===== config.mk =====
export PLATFORM = sky130hd
export DESIGN_NAME = sound_voice_allocator
export DESIGN_NICKNAME = d
export VERILOG_FILES = /design/src/rtl/core/sva_pkg.sv /design/src/rtl/core/sva_ctrl.sv /design/src/rtl/core/sva_dp.sv /design/src/rtl/core/sound_voice_allocator.sv
export SDC_FILE = /design/constraint.sdc
export NUM_CORES = 1
export LEC_CHECK = 0
export ABC_AREA = 0
export ABC_CLOCK_PERIOD_IN_PS = 5770
export BUFFER_PORTS_ARGS = -buffer_cell sky130_fd_sc_hd__buf_2
export CELL_PAD_IN_SITES_DETAIL_PLACEMENT = 1
export CELL_PAD_IN_SITES_GLOBAL_PLACEMENT = 1
export CORE_MARGIN = 10
export CORE_UTILIZATION = 44
export CTS_BUF_LIST = sky130_fd_sc_hd__clkbuf_8 sky130_fd_sc_hd__clkbuf_16
export DETAILED_ROUTE_END_ITERATION = 16
export PLACE_DENSITY_LB_ADDON = 0.1
export SLEW_MARGIN = 20
export SYNTH_ARGS = -nofsm -noshare
export SYNTH_HDL_FRONTEND = slang
export SYNTH_HIERARCHICAL = 1
export SYNTH_SLANG_ARGS = --single-unit
export TNS_END_PERCENT = 50

===== constraint.sdc =====
create_clock -name clk_i -period 5.77 [get_ports clk_i]
set_input_delay 0.577 -clock clk_i [delete_from_list [all_inputs] [get_ports clk_i]]
set_output_delay 0.577 -clock clk_i [all_outputs]
set_load 0.05 [all_outputs]

===== src/rtl/core/sva_pkg.sv =====
// ----------------------------------------------------------------------------
// Voice allocator package
// Shared types, field widths and constants of the voice allocator.
// ----------------------------------------------------------------------------
package sva_pkg;

  // field widths
  localparam int unsigned EntW  = 12;
  localparam int unsigned ChanW = 4;
  localparam int unsigned TimeW = 31;
  localparam int unsigned LenW  = 24;
  localparam int unsigned EndW  = 32;
  localparam int unsigned SlotW = 3;
  localparam int unsigned ResW  = SlotW + 2;

  // constants
  localparam logic [EndW-1:0]  LifeLimit   = 32'h7fff_ffff;
  localparam logic [ChanW-1:0] ChanAny     = 4'hf;
  localparam logic [ChanW-1:0] ChanNone    = 4'h0;
  localparam logic [EntW-1:0]  PlayerReset = 12'd1;

  // request codes
  typedef enum logic [1:0] {
    OP_START    = 2'd0,
    OP_STOP     = 2'd1,
    OP_STOP_ALL = 2'd2
  } op_e;

  // controller states
  typedef enum logic [2:0] {
    ST_IDLE,
    ST_DISPATCH,
    ST_SCAN,
    ST_WRITE,
    ST_DONE
  } state_e;

  // one slot table entry
  typedef struct packed {
    logic [EntW-1:0]  owner;
    logic [ChanW-1:0] chan;
    logic [EndW-1:0]  end_time;
    logic             active;
  } slot_t;

  // controller to datapath
  typedef struct packed {
    logic load;
    logic scan;
    logic write;
    logic clear_all;
    logic res_load;
  } cmd_t;

  // datapath to controller
  typedef struct packed {
    op_e  op;
    logic hit;
    logic last;
    logic out_busy;
  } sts_t;

endpackage


===== src/rtl/core/sva_ctrl.sv =====
// ----------------------------------------------------------------------------
// Voice allocator controller
// Sequences accept, slot scan or stop-all clear, write back and result hand-off.
// ----------------------------------------------------------------------------
module sva_ctrl (
  input  logic          clk_i,
  input  logic          rst_ni,
  input  logic          in_valid_i,
  output logic          in_ready_o,
  input  sva_pkg::sts_t sts_i,
  output sva_pkg::cmd_t cmd_o
);

  sva_pkg::state_e state_q, state_d;

  // hold state
  always_ff @(posedge clk_i or negedge rst_ni) begin
    if (!rst_ni) begin
      state_q <= sva_pkg::ST_IDLE;
    end else begin
      state_q <= state_d;
    end
  end

  // next state
  always_comb begin
    state_d = state_q;
    unique case (state_q)
      sva_pkg::ST_IDLE: begin
        if (in_valid_i) state_d = sva_pkg::ST_DISPATCH;
      end
      sva_pkg::ST_DISPATCH: begin
        unique case (sts_i.op)
          sva_pkg::OP_START,
          sva_pkg::OP_STOP: state_d = sva_pkg::ST_SCAN;
          default:          state_d = sva_pkg::ST_DONE;
        endcase
      end
      sva_pkg::ST_SCAN: begin
        if (sts_i.hit || sts_i.last) state_d = sva_pkg::ST_WRITE;
      end
      sva_pkg::ST_WRITE: begin
        state_d = sva_pkg::ST_DONE;
      end
      sva_pkg::ST_DONE: begin
        if (!sts_i.out_busy) state_d = sva_pkg::ST_IDLE;
      end
      default: state_d = sva_pkg::ST_IDLE;
    endcase
  end

  // outputs
  always_comb begin
    cmd_o      = '0;
    in_ready_o = 1'b0;
    unique case (state_q)
      sva_pkg::ST_IDLE: begin
        in_ready_o = 1'b1;
        cmd_o.load = in_valid_i;
      end
      sva_pkg::ST_DISPATCH: begin
        cmd_o.clear_all = (sts_i.op == sva_pkg::OP_STOP_ALL);
      end
      sva_pkg::ST_SCAN: begin
        cmd_o.scan = 1'b1;
      end
      sva_pkg::ST_WRITE: begin
        cmd_o.write = 1'b1;
      end
      sva_pkg::ST_DONE: begin
        cmd_o.res_load = !sts_i.out_busy;
      end
      default: begin
        cmd_o = '0;
      end
    endcase
  end

endmodule


===== src/rtl/core/sva_dp.sv =====
// ----------------------------------------------------------------------------
// Voice allocator datapath
// Slot table memory, scan compare, pick tracking and result register.
// ----------------------------------------------------------------------------
module sva_dp #(
  parameter int unsigned DynamicSlots = 8
) (
  input  logic                         clk_i,
  input  logic                         rst_ni,
  input  logic                         cfg_we_i,
  input  logic [sva_pkg::EntW-1:0]     cfg_wdata_i,
  input  logic [1:0]                   in_op_i,
  input  logic [sva_pkg::EntW-1:0]     in_entity_i,
  input  logic [sva_pkg::ChanW-1:0]    in_chan_i,
  input  logic [sva_pkg::TimeW-1:0]    in_time_i,
  input  logic [sva_pkg::LenW-1:0]     in_len_i,
  input  logic                         in_playable_i,
  input  sva_pkg::cmd_t                cmd_i,
  output sva_pkg::sts_t                sts_o,
  output logic [sva_pkg::ResW-1:0]     res_o,
  output logic                         res_valid_o,
  input  logic                         res_ready_i
);

  localparam int unsigned IdxW = (DynamicSlots > 1) ? $clog2(DynamicSlots) : 1;
  localparam int unsigned CntW = $clog2(DynamicSlots + 1);
  localparam logic [CntW-1:0] CntEnd  = CntW'(DynamicSlots);
  localparam logic [IdxW-1:0] IdxLast = IdxW'(DynamicSlots - 1);

  // slot table, valid bits and config
  sva_pkg::slot_t              mem [DynamicSlots];
  logic [DynamicSlots-1:0]     valid_q;
  logic [sva_pkg::EntW-1:0]    player_q;

  // latched request
  sva_pkg::op_e                op_q;
  logic [sva_pkg::EntW-1:0]    ent_q;
  logic [sva_pkg::ChanW-1:0]   chan_q;
  logic [sva_pkg::TimeW-1:0]   now_q;
  logic [sva_pkg::LenW-1:0]    len_q;
  logic                        play_q;

  // scan state
  logic [CntW-1:0]             cnt_q;
  logic                        ev_vld_q;
  logic [IdxW-1:0]             ev_idx_q;
  sva_pkg::slot_t              rd_q;
  logic                        rd_vld_q;
  logic [sva_pkg::EndW-1:0]    best_q;
  logic [IdxW-1:0]             pick_q;
  logic                        pick_vld_q;

  // result register
  logic [sva_pkg::ResW-1:0]    res_q;
  logic                        res_valid_q;

  logic                        rd_en;
  logic [IdxW-1:0]             rd_idx;
  sva_pkg::slot_t              ev;
  logic                        own_match;
  logic                        start_hit;
  logic                        stop_hit;
  logic                        hit;
  logic                        skip;
  logic [sva_pkg::EndW-1:0]    life;
  logic                        better;
  sva_pkg::slot_t              wr;
  logic [IdxW+2:0]             pick_ext;
  logic                        started;

  assign rd_en  = cmd_i.scan && (cnt_q < CntEnd);
  assign rd_idx = cnt_q[IdxW-1:0];

  // evaluate the slot read last cycle; unwritten slots read as cleared
  assign ev        = rd_vld_q ? rd_q : '0;
  assign own_match = (ev.owner == ent_q);
  assign start_hit = (chan_q != sva_pkg::ChanNone) && own_match &&
                     ((ev.chan == chan_q) || (chan_q == sva_pkg::ChanAny));
  assign stop_hit  = own_match && (ev.chan == chan_q);
  assign skip      = (ev.owner == player_q) && (ent_q != player_q) && ev.active;
  assign life      = ev.end_time - {1'b0, now_q};

  always_comb begin
    hit = 1'b0;
    unique case (op_q)
      sva_pkg::OP_START: hit = ev_vld_q && start_hit;
      sva_pkg::OP_STOP:  hit = ev_vld_q && stop_hit;
      default:           hit = 1'b0;
    endcase
  end

  assign better = ev_vld_q && (op_q == sva_pkg::OP_START) && !skip &&
                  ($signed(life) < $signed(best_q));

  // entry written back: start fills, stop clears end and active
  always_comb begin
    wr.owner    = ent_q;
    wr.chan     = chan_q;
    wr.active   = (op_q == sva_pkg::OP_START) && play_q;
    wr.end_time = wr.active ? ({1'b0, now_q} + {8'b0, len_q}) : '0;
  end

  assign pick_ext = {3'b000, pick_q};
  assign started  = pick_vld_q && (op_q == sva_pkg::OP_START) && play_q;

  assign sts_o.op       = op_q;
  assign sts_o.hit      = hit;
  assign sts_o.last     = ev_vld_q && (ev_idx_q == IdxLast);
  assign sts_o.out_busy = res_valid_q && !res_ready_i;

  assign res_o       = res_q;
  assign res_valid_o = res_valid_q;

  // table memory: one write port, one registered read port
  always_ff @(posedge clk_i) begin
    if (cmd_i.write && pick_vld_q) begin
      mem[pick_q] <= wr;
    end
    if (rd_en) begin
      rd_q <= mem[rd_idx];
    end
  end

  // latch request and track the best slot
  always_ff @(posedge clk_i) begin
    if (cmd_i.load) begin
      op_q   <= sva_pkg::op_e'(in_op_i);
      ent_q  <= in_entity_i;
      chan_q <= in_chan_i;
      now_q  <= in_time_i;
      len_q  <= in_len_i;
      play_q <= in_playable_i;
      best_q <= sva_pkg::LifeLimit;
      pick_q <= '0;
    end else if (cmd_i.scan && hit) begin
      pick_q <= ev_idx_q;
    end else if (cmd_i.scan && better) begin
      best_q <= life;
      pick_q <= ev_idx_q;
    end
    if (rd_en) begin
      ev_idx_q <= rd_idx;
    end
    if (cmd_i.res_load) begin
      res_q <= {started, pick_vld_q, pick_ext[2:0]};
    end
  end

  // control registers
  always_ff @(posedge clk_i or negedge rst_ni) begin
    if (!rst_ni) begin
      valid_q     <= '0;
      player_q    <= sva_pkg::PlayerReset;
      cnt_q       <= '0;
      ev_vld_q    <= 1'b0;
      rd_vld_q    <= 1'b0;
      pick_vld_q  <= 1'b0;
      res_valid_q <= 1'b0;
    end else begin
      if (cfg_we_i) begin
        player_q <= cfg_wdata_i;
      end
      // advance the scan counter
      if (cmd_i.load) begin
        cnt_q      <= '0;
        ev_vld_q   <= 1'b0;
        pick_vld_q <= 1'b0;
      end else if (cmd_i.scan) begin
        ev_vld_q <= rd_en;
        if (rd_en) begin
          cnt_q    <= cnt_q + CntW'(1);
          rd_vld_q <= valid_q[rd_idx];
        end
        if (hit || better) begin
          pick_vld_q <= 1'b1;
        end
      end
      // mark written slots, drop all on stop all
      if (cmd_i.clear_all) begin
        valid_q <= '0;
      end else if (cmd_i.write && pick_vld_q) begin
        valid_q[pick_q] <= 1'b1;
      end
      // output beat handshake
      if (cmd_i.res_load) begin
        res_valid_q <= 1'b1;
      end else if (res_ready_i) begin
        res_valid_q <= 1'b0;
      end
    end
  end

endmodule


===== src/rtl/core/sound_voice_allocator.sv =====
// ----------------------------------------------------------------------------
// Sound voice allocator
// Picks, fills and clears playback slots on start, stop and stop-all beats.
// ----------------------------------------------------------------------------
// Input beats arrive on s_axis: tuser carries the request code, tdata the
// owner entity, channel, current time, sound length and playable flag.
// Every input beat yields exactly one output beat on m_axis with the slot
// index, found flag and started flag. The player entity register is to be
// written through cfg_we_i / cfg_wdata_i only while the block is idle; the
// block itself does not enforce this. One request is worked at a time.
// Start and stop scan the slot table one slot per cycle through the table
// memory read port, stopping early on an owner/channel match. Stop all and
// the unused code skip the scan and the write back.
// The output register frees s_axis: a new beat is accepted while the last
// result still waits; if m_axis_tready stays low the next result holds
// until the pending one is taken. Reset empties the table at once (valid
// bits), sets the player entity to 1 and drops any pending output.
// ----------------------------------------------------------------------------
module sound_voice_allocator #(
  parameter int unsigned DynamicSlots = 8
) (
  input  logic        clk_i,
  input  logic        rst_ni,
  input  logic        cfg_we_i,
  input  logic [11:0] cfg_wdata_i,
  input  logic        s_axis_tvalid,
  output logic        s_axis_tready,
  // entity[11:0], ent_channel[15:12], current_time[46:16],
  // sound_length[70:47], playable[71]
  input  logic [71:0] s_axis_tdata,
  // opcode[1:0]
  input  logic [1:0]  s_axis_tuser,
  output logic        m_axis_tvalid,
  input  logic        m_axis_tready,
  // slot_index[2:0], found[3], started[4], zero[7:5]
  output logic [7:0]  m_axis_tdata
);

  sva_pkg::cmd_t            cmd;
  sva_pkg::sts_t            sts;
  logic [sva_pkg::ResW-1:0] res;

  sva_ctrl u_ctrl (
    .clk_i      (clk_i),
    .rst_ni     (rst_ni),
    .in_valid_i (s_axis_tvalid),
    .in_ready_o (s_axis_tready),
    .sts_i      (sts),
    .cmd_o      (cmd)
  );

  sva_dp #(
    .DynamicSlots (DynamicSlots)
  ) u_dp (
    .clk_i         (clk_i),
    .rst_ni        (rst_ni),
    .cfg_we_i      (cfg_we_i),
    .cfg_wdata_i   (cfg_wdata_i),
    .in_op_i       (s_axis_tuser),
    .in_entity_i   (s_axis_tdata[11:0]),
    .in_chan_i     (s_axis_tdata[15:12]),
    .in_time_i     (s_axis_tdata[46:16]),
    .in_len_i      (s_axis_tdata[70:47]),
    .in_playable_i (s_axis_tdata[71]),
    .cmd_i         (cmd),
    .sts_o         (sts),
    .res_o         (res),
    .res_valid_o   (m_axis_tvalid),
    .res_ready_i   (m_axis_tready)
  );

  // pad result to a whole byte
  assign m_axis_tdata = {3'b000, res};

endmodule


==> flow_summary.yaml <==
synth:
  synth-main-ff-cell: "edfxtp_1"
  yosys_warnings: 6
  avgSynthCellArea_sq_um: 15.4
  yosysSeqAreaShare_pct: 65.3
  ys_types: 84
  synth_cells: 1707
  synth_edf_count: 523
  ys_ff_latch: 589
  syn-cell-area_sq_um: 26300
  async_reset_ff_share_pct: 5.26
sta:
  fin_crit_ns: 5.37
  finalHoldWorstSlack_ns: 0.0615
  timing.fmax_mhz: 186
  finalSetupTns_ns: 0
  tightest_slew_ns: 1.08
  slew_headroom_pct: 27.2
  rsz0062_at_grt: "no"
  setup_viol_count_final: 0
  finalMaxSlewViolations: 0
  skew_ns: 0.0319
  hold_viol: 0
  finalCritPeriodShare_pct: 93.0
setup_path:
  crit_path_cell_trace: "buf_4 -> and2_1 -> ha_1 -> a21o_1 -> or4b_2 -> o211ai_1 -> a41o_1 -> o21ai_0 -> a21o_1 -> and2_1 -> ha_1 -> nand4_1 -> nor2_1 -> and3_1 -> o41ai_1 -> a2111o_1 -> a21boi_4 -> buf_4 -> nor2_1 -> a211o_1"
  critPathBufInv: 2
  end_kind: "flip-flop"
  rr_startpoint: "u_dp/rd_vld_q"
  slowest_stage: "or4b_2"
  worstPathArrival_ns: 5.85
  critPathRequiredTime_ns: 6.25
  cpLargestDelayFamily: "compound AO/OA/AOI/OAI gates"
  critical_path_class: "reg2reg"
  crit_fanout: 34
  setup.worst_path.start_class: "flip-flop"
  cp-startpoint: "u_dp/rd_vld_q"
  critPathMaxStageDelay_ns: 0.62
floorplan:
  row_count: 89
  start_util_pct: 44.5
  dieArea_sq_um: 70000
  pin_count: 101
  die_w_um: 265
  die_h_um: 265
  core_sq_um: 59100
finish:
  final_nets: 2021
  design_area_sq_um: 29900
  final_common_cell: "edfxtp_1"
  final_cell_mix: "edfxtp_1, nor2_1, mux4_2"
  drive_gt1_share_pct: 22.6
  antenna_cells: 0
  postLayoutCoreUtil_pct: 50.6
  syn2layout_area_growth_pct: 13.7
clock_tree:
  post-cts-setup-buffers: 0
  cts_root_buf: "clkbuf_16"
  hold_buffers: 0
  cts.sinks: 589
  cts_tree: "yes"
  cts_resized: 0
  cts_buffers: 66
  clock_path_buffers: 3
  cts.htree.levels: 3
  insertion_delay_ns: 0.61
  clk_pin_slew_ns: 0.06
placed_design:
  post_dp_cell_area_sq_um: 27800
  dp_hpwl_um: 41600
  io_buffers: 97
  routabilityCongestion: 0.775
drt:
  first_pass_iters: 7
  wl_um: 65300
  antenna_left: 0
  drc: 0
  dr_total_vias: 15200
  drt_iter0_markers: 873
  vias_per_cell: 5.71
  wl_per_cell_um: 24.5
power_and_ir_drop:
  finalPower_w: 0.0138
  ir_drop_mv: 0.286
  p_leak_nw: 10.9
  powerDensity_nw_per_um2: 460
global_routing:
  antenna_found_initial: 1
  grt_max_degree: 62
  grtUsageTotal_pct: 18.6
  grt_pass1_vias: 16200
  grt.overflow.total: 0
  grt_pass1_wl_um: 99900
status:
  status: "complete, no violations"
worst_hold_path:
  hold_path.class: "in2async"
run:
  max_cap_violations: 0
[where the power goes]
group	internal [W]	switching, W	total [W]	leakage, nW
Clock	0.00237	0.00171	0.00409	1.08
Sequential	0.00519	0.000416	0.00561	5.49
Combinational	0.00175	0.00232	0.00407	4.32
Total	0.00932	0.00445	0.0138	10.9
[state kept, by name (all words and copies together), names as in the netlist, 2 cells and up]
register and cells:
u_dp/mem 392, u_dp/rd_q 49, u_dp/best_q 32, u_dp/now_q 31, u_dp/len_q 24, u_dp/ent_q 12
u_dp/player_q 12, u_dp/valid_q 8, u_dp/res_o 5, u_dp/chan_q 4, u_dp/cnt_q 4, u_ctrl/state_q 3
u_dp/ev_idx_q 3, u_dp/pick_q 3, u_dp/op_q 2
[cell type report]
class	count	area, sq um
sequential	589	17200
clock buffer	69	1700
inverter	86	323
clock inverter	53	408
fill	5652	29200
tap	773	967
multi-input combinational	969	8600
timing repair buffer	129	736
[path summary, 6_finish.rpt]
check                                  end  slack, ns  cells after the start
setup / recovery           u_dp/best_q[12]       0.40                     20
hold / removal             u_dp/valid_q[4]       0.06                      1
setup reg to reg           u_dp/best_q[12]       0.40                     20
hold reg to reg            u_dp/best_q[18]       0.47                      2
max in group asynchronous    u_dp/cnt_q[1]       5.14                      1
min in group clk_i           u_dp/ent_q[8]       0.14                      1
[stage by stage]
stage / worst slack (ns) / std cells
finish: 0.405 / 2668
global route: 0.00652 / 2668
CTS: 0.406 / 2667
detailed placement: 0.421 / 2545
global placement: 0.542 / 2545
floorplan: 0.564 / 1709
[cell usage after synthesis, types with 30 or more instances]
cell / count / area, sq um
edfxtp_1: 523 / 15700
nor2_1: 106 / 398
mux4_2: 100 / 2250
ha_1: 87 / 1090
inv_1: 85 / 319
nand2_1: 79 / 297
a21oi_1: 60 / 300
mux2_2: 60 / 676
o21ai_0: 37 / 185
clkbuf_1: 36 / 135
dfxtp_1: 35 / 701
xnor2_1: 35 / 307
and2_1: 34 / 213
a21o_1: 30 / 225
dfrtp_1: 30 / 751
xor2_1: 30 / 263
[routing by layer]
metal  vias to the layer above  wire length [um]  global-route usage [%]
met5                         -                 0                       0
met4                         0              1280                    4.52
met2                       295             31200                    30.6
li1                       6925                 -                       -
met1                      7928             30100                    25.3
met3                        94              2780                    3.41
[cell families after synthesis]
group | synth area share, %
other | 0.0143
AND/OR/NAND/NOR | 7.29
XOR/XNOR | 2.16
flip-flops | 65.3
adder cells (fa/ha/maj) | 4.29
multiplexers | 11.5
buffers and inverters | 2.29
AO/OA/AOI/OAI | 7.15
Note: power is estimated with default switching activity, not from simulation.
